--- config.mk ---
export PLATFORM = sky130hd
export DESIGN_NAME = time_binned_charge_integrator
export DESIGN_NICKNAME = d
export VERILOG_FILES = /design/src/design/tbci_pkg.sv /design/src/design/time_binned_charge_integrator.sv
export SDC_FILE = /design/constraint.sdc
export NUM_CORES = 2
export LEC_CHECK = 0
export BUFFER_PORTS_ARGS = -buffer_cell sky130_fd_sc_hd__buf_2
export CAP_MARGIN = 15
export CORE_ASPECT_RATIO = 1.25
export CORE_MARGIN = 3
export CORE_UTILIZATION = 35
export CTS_BUF_LIST = sky130_fd_sc_hd__clkbuf_4 sky130_fd_sc_hd__clkbuf_8
export CTS_CLUSTER_DIAMETER = 60
export DETAILED_ROUTE_END_ITERATION = 7
export GPL_TIMING_DRIVEN = 0
export SYNTH_ARGS = -nofsm -noshare
export SYNTH_HDL_FRONTEND = slang
export SYNTH_SLANG_ARGS = --single-unit
--- constraint.sdc ---
create_clock -name clk_i -period 16.5 [get_ports clk_i]
set_input_delay 2.475 -clock clk_i [delete_from_list [all_inputs] [get_ports clk_i]]
set_output_delay 2.475 -clock clk_i [all_outputs]
set_load 0.02 [all_outputs]
--- src/design/tbci_pkg.sv ---
`default_nettype none

package tbci_pkg;

  localparam int unsigned NUM_CH   = 4;
  localparam int unsigned CNT_BITS = 32;
  localparam int unsigned BIN_BITS = 16;
  localparam int unsigned CFG_BITS = 48;

  // configuration register indexes
  localparam logic REG_BIN_WIDTH = 1'b0;
  localparam logic REG_NUM_BINS  = 1'b1;

  localparam logic [CFG_BITS-1:0] BIN_WIDTH_RST = 48'd1000000;
  localparam logic [BIN_BITS-1:0] NUM_BINS_RST  = 16'd50;

endpackage

`default_nettype wire

--- src/design/time_binned_charge_integrator.sv ---
// Time-binned charge integrator for four-channel digitizer samples.
// Input channel (in_valid_i / in_ready_o): one sample word per handshake; a word
// with event_start_i high opens an event and carries its timestamp. Words before
// the first event, and all words after the last bin has closed, are taken and
// dropped.
// Output channel (out_valid_o / out_ready_i): one word per closed bin with its
// index, event count and the four mean charges, truncated toward zero.
// Configuration: cfg_we_i writes bin_width (index 0) or num_bins (index 1);
// write only while the block is idle.
// Throughput: a word that closes no bin is taken back to back, one per cycle,
// while no division runs. A word that closes a bin starts one shared radix-2
// divider, which runs the four channels in turn (load, step, store); in_ready_o
// stays low until the output step loads the result into the output register and
// raises out_valid_o, which waits while a previous result is not taken.
// A held result sits in the output register; the next bin's division can run
// behind it and waits only to hand over its result.
// Reset: all state is cleared, bin_width returns to 1000000 and num_bins to 50.
`default_nettype none

module time_binned_charge_integrator #(
  parameter int unsigned SAMPLE_BITS = 16,
  parameter int unsigned TIME_BITS   = 48,
  parameter int unsigned SUM_BITS    = 48
) (
  input  wire logic                                 clk_i,
  input  wire logic                                 rst_ni,
  input  wire logic                                 cfg_we_i,
  input  wire logic                                 cfg_idx_i,
  input  wire logic [TIME_BITS-1:0]                 cfg_wdata_i,
  input  wire logic                                 in_valid_i,
  output logic                                      in_ready_o,
  input  wire logic                                 event_start_i,
  input  wire logic [TIME_BITS-1:0]                 event_time_i,
  input  wire logic signed [SAMPLE_BITS-1:0]        amp_a_i,
  input  wire logic signed [SAMPLE_BITS-1:0]        amp_b_i,
  input  wire logic signed [SAMPLE_BITS-1:0]        amp_c_i,
  input  wire logic signed [SAMPLE_BITS-1:0]        amp_d_i,
  output logic                                      out_valid_o,
  input  wire logic                                 out_ready_i,
  output logic [tbci_pkg::BIN_BITS-1:0]             bin_index_o,
  output logic [tbci_pkg::CNT_BITS-1:0]             event_count_o,
  output logic signed [SUM_BITS-1:0]                mean_a_o,
  output logic signed [SUM_BITS-1:0]                mean_b_o,
  output logic signed [SUM_BITS-1:0]                mean_c_o,
  output logic signed [SUM_BITS-1:0]                mean_d_o
);

  localparam int unsigned NCH   = tbci_pkg::NUM_CH;
  localparam int unsigned CW    = tbci_pkg::CNT_BITS;
  localparam int unsigned BW    = tbci_pkg::BIN_BITS;
  localparam int unsigned CH_W  = $clog2(NCH);
  localparam int unsigned STP_W = $clog2(SUM_BITS);
  localparam int unsigned ACC_W = ((SUM_BITS > SAMPLE_BITS + 1) ? SUM_BITS : SAMPLE_BITS + 1) + 1;

  localparam logic signed [ACC_W-1:0] SUM_MAX =
      ACC_W'({1'b0, {(SUM_BITS-1){1'b1}}});
  localparam logic signed [ACC_W-1:0] SUM_MIN = -SUM_MAX - ACC_W'(1);

  typedef enum logic [2:0] {
    ST_IDLE,
    ST_LOAD,
    ST_STEP,
    ST_STORE,
    ST_OUT
  } state_e;

  state_e                     state_q;
  logic [TIME_BITS-1:0]       bin_width_q;
  logic [BW-1:0]              num_bins_q;
  logic [TIME_BITS-1:0]       origin_q;
  logic                       origin_valid_q;
  logic [BW-1:0]              bin_number_q;
  logic [TIME_BITS-1:0]       bin_end_q;
  logic [CW-1:0]              events_q;
  logic signed [SUM_BITS-1:0] sums_q [NCH];
  logic                       done_q;

  logic signed [SUM_BITS-1:0] snap_q [NCH];
  logic [CW-1:0]              snap_cnt_q;
  logic [BW-1:0]              snap_bin_q;
  logic [CH_W-1:0]            ch_q;
  logic [STP_W-1:0]           step_q;
  logic [CW-1:0]              rem_q;
  logic [SUM_BITS-1:0]        quo_q;
  logic                       neg_q;
  logic [SUM_BITS-1:0]        res_q [NCH];

  logic                       out_valid_q;
  logic [BW-1:0]              bin_index_q;
  logic [CW-1:0]              event_count_q;
  logic [SUM_BITS-1:0]        mean_q [NCH];

  logic signed [SAMPLE_BITS-1:0] amp [NCH];
  logic                       in_fire;
  logic                       active;
  logic                       closes;
  logic [TIME_BITS-1:0]       org;
  logic [TIME_BITS-1:0]       bend;
  logic [TIME_BITS-1:0]       offset;
  logic [TIME_BITS:0]         bend_sum;
  logic [TIME_BITS-1:0]       bend_next;
  logic [BW-1:0]              bin_next;
  logic [BW-1:0]              limit;
  logic                       last_bin;
  logic [CW-1:0]              events_inc;
  logic signed [SUM_BITS-1:0] acc_next [NCH];

  logic signed [SUM_BITS-1:0] snap_sel;
  logic [SUM_BITS-1:0]        snap_mag;
  logic [CW:0]                rem_sh;
  logic                       rem_ge;
  logic [CW-1:0]              rem_next;
  logic [SUM_BITS-1:0]        quo_res;
  logic                       out_free;
  logic                       out_load;

  assign amp[0] = amp_a_i;
  assign amp[1] = amp_b_i;
  assign amp[2] = amp_c_i;
  assign amp[3] = amp_d_i;

  assign in_ready_o = (state_q == ST_IDLE);
  assign in_fire    = in_valid_i && in_ready_o;

  // event bookkeeping
  always_comb begin
    active     = !done_q && (origin_valid_q || event_start_i);
    org        = origin_valid_q ? origin_q : event_time_i;
    bend       = origin_valid_q ? bin_end_q : bin_width_q;
    offset     = event_time_i - org;
    closes     = event_start_i && (offset > bend);
    bend_sum   = {1'b0, bend} + {1'b0, bin_width_q};
    bend_next  = bend_sum[TIME_BITS] ? {TIME_BITS{1'b1}} : bend_sum[TIME_BITS-1:0];
    bin_next   = bin_number_q + BW'(1);
    limit      = (num_bins_q == '0) ? BW'(1) : num_bins_q;
    last_bin   = (bin_next >= limit);
    events_inc = (events_q == {CW{1'b1}}) ? events_q : events_q + CW'(1);
  end

  // saturating charge accumulation, charge is the negated sample
  always_comb begin
    logic signed [ACC_W-1:0] base;
    logic signed [ACC_W-1:0] wide;
    for (int c = 0; c < NCH; c++) begin
      base = closes ? '0 : ACC_W'(sums_q[c]);
      wide = base - ACC_W'(amp[c]);
      if (wide > SUM_MAX) begin
        acc_next[c] = SUM_BITS'(SUM_MAX);
      end else if (wide < SUM_MIN) begin
        acc_next[c] = SUM_BITS'(SUM_MIN);
      end else begin
        acc_next[c] = SUM_BITS'(wide);
      end
    end
  end

  // shared divider: one quotient bit per cycle on the magnitude
  always_comb begin
    snap_sel = snap_q[ch_q];
    snap_mag = snap_sel[SUM_BITS-1] ? -snap_sel : snap_sel;
    rem_sh   = {rem_q, quo_q[SUM_BITS-1]};
    rem_ge   = (rem_sh >= {1'b0, snap_cnt_q});
    rem_next = rem_ge ? CW'(rem_sh - {1'b0, snap_cnt_q}) : rem_sh[CW-1:0];
    if (snap_cnt_q == '0) begin
      quo_res = '0;
    end else begin
      quo_res = neg_q ? -quo_q : quo_q;
    end
    out_free = !out_valid_q || out_ready_i;
    out_load = (state_q == ST_OUT) && out_free;
  end

  always_ff @(posedge clk_i or negedge rst_ni) begin
    if (!rst_ni) begin
      state_q        <= ST_IDLE;
      bin_width_q    <= TIME_BITS'(tbci_pkg::BIN_WIDTH_RST);
      num_bins_q     <= tbci_pkg::NUM_BINS_RST;
      origin_q       <= '0;
      origin_valid_q <= 1'b0;
      bin_number_q   <= '0;
      bin_end_q      <= '0;
      events_q       <= '0;
      done_q         <= 1'b0;
      snap_cnt_q     <= '0;
      snap_bin_q     <= '0;
      ch_q           <= '0;
      step_q         <= '0;
      rem_q          <= '0;
      quo_q          <= '0;
      neg_q          <= 1'b0;
      out_valid_q    <= 1'b0;
      bin_index_q    <= '0;
      event_count_q  <= '0;
      for (int c = 0; c < NCH; c++) begin
        sums_q[c] <= '0;
        snap_q[c] <= '0;
        res_q[c]  <= '0;
        mean_q[c] <= '0;
      end
    end else begin
      if (cfg_we_i) begin
        unique case (cfg_idx_i)
          tbci_pkg::REG_BIN_WIDTH: bin_width_q <= cfg_wdata_i;
          tbci_pkg::REG_NUM_BINS:  num_bins_q  <= cfg_wdata_i[BW-1:0];
          default: ;
        endcase
      end

      if (out_valid_q && out_ready_i && !out_load) begin
        out_valid_q <= 1'b0;
      end

      unique case (state_q)
        ST_IDLE: begin
          if (in_fire && active) begin
            if (!origin_valid_q) begin
              origin_q       <= event_time_i;
              origin_valid_q <= 1'b1;
              bin_end_q      <= bin_width_q;
            end
            if (closes) begin
              for (int c = 0; c < NCH; c++) begin
                snap_q[c] <= sums_q[c];
              end
              snap_cnt_q   <= events_q;
              snap_bin_q   <= bin_number_q;
              bin_number_q <= bin_next;
              bin_end_q    <= bend_next;
              ch_q         <= '0;
              state_q      <= ST_LOAD;
              if (last_bin) begin
                done_q   <= 1'b1;
                events_q <= '0;
                for (int c = 0; c < NCH; c++) begin
                  sums_q[c] <= '0;
                end
              end else begin
                events_q <= CW'(1);
                sums_q   <= acc_next;
              end
            end else begin
              if (event_start_i) begin
                events_q <= events_inc;
              end
              sums_q <= acc_next;
            end
          end
        end
        ST_LOAD: begin
          quo_q   <= snap_mag;
          neg_q   <= snap_sel[SUM_BITS-1];
          rem_q   <= '0;
          step_q  <= STP_W'(SUM_BITS - 1);
          state_q <= ST_STEP;
        end
        ST_STEP: begin
          rem_q  <= rem_next;
          quo_q  <= {quo_q[SUM_BITS-2:0], rem_ge};
          step_q <= step_q - STP_W'(1);
          if (step_q == '0) begin
            state_q <= ST_STORE;
          end
        end
        ST_STORE: begin
          res_q[ch_q] <= quo_res;
          if (ch_q == CH_W'(NCH - 1)) begin
            state_q <= ST_OUT;
          end else begin
            ch_q    <= ch_q + CH_W'(1);
            state_q <= ST_LOAD;
          end
        end
        ST_OUT: begin
          if (out_load) begin
            out_valid_q   <= 1'b1;
            bin_index_q   <= snap_bin_q;
            event_count_q <= snap_cnt_q;
            mean_q        <= res_q;
            state_q       <= ST_IDLE;
          end
        end
        default: state_q <= ST_IDLE;
      endcase
    end
  end

  assign out_valid_o   = out_valid_q;
  assign bin_index_o   = bin_index_q;
  assign event_count_o = event_count_q;
  assign mean_a_o      = mean_q[0];
  assign mean_b_o      = mean_q[1];
  assign mean_c_o      = mean_q[2];
  assign mean_d_o      = mean_q[3];

  a_close_busy: assert property (@(posedge clk_i) disable iff (!rst_ni)
    in_fire && active && closes |=> !in_ready_o)
    else $error("closing word did not start the divider");

  a_done_sticky: assert property (@(posedge clk_i) disable iff (!rst_ni)
    done_q |=> done_q)
    else $error("done flag cleared");

  a_out_from_seq: assert property (@(posedge clk_i) disable iff (!rst_ni)
    $rose(out_valid_o) |-> $past(state_q == ST_OUT))
    else $error("result word raised outside the output step");

  a_step_end: assert property (@(posedge clk_i) disable iff (!rst_ni)
    state_q == ST_STEP && step_q == '0 |=> state_q == ST_STORE)
    else $error("divider did not finish after its last step");

endmodule

`default_nettype wire

==> results.md <==
- Most area-hungry cell type in the Yosys netlist: dfrtp_1
- Share of the synthesized area in the top cell type: 42.07%
- Via Count: 57970
- Post-CTS setup buffer count: 0
- Final setup vio count: 0
- Clock Tree Root: clkbuf_8
- Total power: 6.733 mW
- CTS tree: done
- Synth area leaders: dfrtp_1 (42%), nand2_1 (7.5%), ha_1 (7.4%), mux2_2 (5.0%), o21ai_0 (4.6%)
- WP data required: 17.30 ns
- Slew margin rel.: 19.59%
- Routed Wire Length: 227500 um
- Hpwl dp: 179700 um
- Cell with the most instances after synthesis: nand2_1
- Drt first pass iters: 8
- Area of the multi-input gates: 37150 sq um
- Worst Tran Pin Value: 1.176 ns
- Post_cts resized: 0
- Pins Over Slew Limit: 0
- Pleak: 39.03 nW
- Hold Crit Depth: 2
- Num CTS Buffers: 187
- Number of cell rows: 181
- Hold Buf Count CTS: 0
- Worst-Skew Late Latency: 0.97 ns
- Die X: 402.6 um
- Drt drc: 0
- CP peak stage delay: 0.86 ns
- Starting Density: 35.29%
- Antenna-violating nets left: 0
- Fraction of registers with async set/reset: 100.0%
- IO Pins: 409
- DR WL/cell: 21.27 um
- Port Buffer Count: 408
- Vias in the first global route: 57380
- Die height: 501.8 um
- Share of cells above drive strength 1: 15.02%
- HP Class: reg2reg
- Drt first-iter violations: 4370
- Post-Syn Nets: 7940
- Critical path arrival: 15.10 ns
- Vias per cell: 5.419
- PwrDens: 85.28 nW/um^2
- Worst reg2reg startpoint: origin_valid_q
- EDFF count, synth: 0
- Nets: 8558
- Biggest registers after layout: res_q: 192 flops, snap_q: 192 flops, sums_q: 192 flops
- Final hold slack: 0.4731 ns
- First-pass GRT wire length: 347200 um
- Die area: 202000 sq um
- Worst Hold End: event_count_o[11]
- CP Launch Point: origin_valid_q
- Worst reg2reg endpoint: sums_q[181]
- # H-tree levels: 4
- Setup Skew: 0.07264 ns
- Grt ovf: 0
- Fmax: 69.91 MHz
- Fin. Hold Viols: 0
- Total of max-cap violations: 0
- Tmin final: 14.30 ns
- R2R Setup Slk: 2.20 ns
- Critical path class: reg2reg
- Seq cells post-synth: 1167
- RSZ-0062 raised after global routing: false
- Period utilization: 86.69%
- Clock Sinks: 1167
- # fillers: 19260
- Top_reg_cell synth: dfrtp_1
- Mapped Cells: 7358
- Maximum VDD drop: 0.06591 mV
- Total Routing Usage GR: 22.13%
- Longest Clk Path Bufs: 3
- Outcome: finished, final reports clean
- CP Max Fanout: 10
- Setup TNS Final: 0 ns
- Register area: 29220 sq um
- Clock-pin slew on the worst setup and hold paths: 0.07 ns
- Cell Area, Synth: 68820 sq um
- Core ar.: 195000 sq um
- Worst Reg-to-Reg Cells: 42
- DP Area: 74520 sq um
- Warnings, synthesis: 0
- Initial antenna violation count: 32
- Number of distinct library cells after synthesis: 101
- CP max stage cell: buf_1
- Seq/Total Area, Yosys: 42.45%
- Most frequent cells after synthesis: nand2_1 (1367), dfrtp_1 (1157), o21ai_0 (633), a21oi_1 (413), ha_1 (408)
- Fin area: 78950 sq um
- Mapped Avg Cell Area: 9.353 sq um
- Crit. End Element: flop
- Worst setup SP type: flop
- Placer Congestion: 0.9654
- P&R area growth vs syn: 14.72%
- Hold Startpoint: event_count_o[11]
- Largest net degree at the start of global routing: 163
[worst max path at each step]
stage / endpoint / slack [ns] / depth (start not counted)
final: sums_q[181] / 2.20 / 42
after CTS: sums_q[133] / 1.11 / 42
after detailed placement: sums_q[135] / 0.97 / 42
after floorplan: sums_q[60] / 5.87 / 39
after global routing: sums_q[186] / 1.48 / 42
after global placement: event_count_o[23] / -12.66 / 1
[stage by stage]
| stage | utilization, % | worst slack [ns] | instances |
|---|---|---|---|
| 2_1_floorplan | - | 5.875 | 7358 |
| 3_3_place_gp | 37.99 | -12.66 | 10330 |
| 3_5_place_dp | 38.22 | 0.9701 | 10350 |
| 4_1_cts | 40.46 | 1.113 | 10690 |
| 5_1_grt | 40.48 | 1.479 | 10690 |
| 6_report | 40.49 | 2.197 | 10700 |
[layout make-up]
cell class                      count  area share (%)
Clock inverter                     55          0.9920
Antenna cell                       11         0.03486
Buffer                            380           1.910
Sequential cell                  1167           37.00
Timing Repair Buffer              429           3.196
Multi-Input combinational cell   5557           47.06
Inverter                          254           1.208
Tap cell                         2562           4.060
Clock buffer                      283           4.537
[where the power goes]
part           switching (mW)  internal, mW  leakage (nW)
clock                    1.27          1.61          2.29
sequential             0.0304          2.90          15.9
combinational           0.570         0.354          20.8
total                    1.87          4.87          39.0
[layout by cell type (no fill, tap or decap), types with 16 or more instances in the layout]
master,instances
nor4_1,26
o21ai_0,633
nor2b_1,39
ha_1,408
clkbuf_8,233
nand4_1,69
clkbuf_4,50
a22o_1,35
xor2_1,177
nand2_1,1367
o21bai_1,39
o22ai_1,41
o21a_1,48
o31ai_1,44
inv_1,252
and3_1,52
xnor2_1,245
nand2b_1,58
a21oi_1,413
a22oi_1,54
dfrtp_1,1157
buf_1,25
buf_2,439
nor3_1,48
mux2_2,305
a211oi_1,37
o41ai_1,16
o211ai_1,66
a21o_1,185
a31oi_1,52
nor2_1,283
nand3_1,94
clkbuf_1,318
and2_1,208
mux2i_1,72
a221o_1,97
clkinv_2,18
o21ai_1,22
or3_1,27
mux4_2,47
[layer usage]
layer	global-route usage, %	up-vias	wire (um)
met3	3.494	405	13280
met1	28.41	28530	97160
met5	0	-	125
li1	-	27360	-
met4	9.044	20	9279
met2	37.15	1663	107600
[kinds of logic (layout without fill, tap and decap cells)]
kind of cell	count (synthesis)	after routing	synth area share, %
AND/OR/NAND/NOR	2346	2346	15.31
AO/OA/AOI/OAI	1943	1943	17.99
flip-flops	1167	1167	42.45
buffers and inverters	634	1401	3.576
multiplexers	424	424	7.576
adder cells (fa/ha/maj)	422	422	7.723
XOR/XNOR	422	422	5.371
other	0	11	0
[worst max-delay path, delay by kind of cell, from the launching register on]
kind            cells  cell delay, ns
compound gates     21            6.57
buf+inv            11            4.79
fa+ha+maj           3            0.95
simple gates        5            0.86
flops               1            0.47
xor+xnor            1            0.25
mux                 1            0.22
Note: power is estimated with default switching activity, not from simulation.
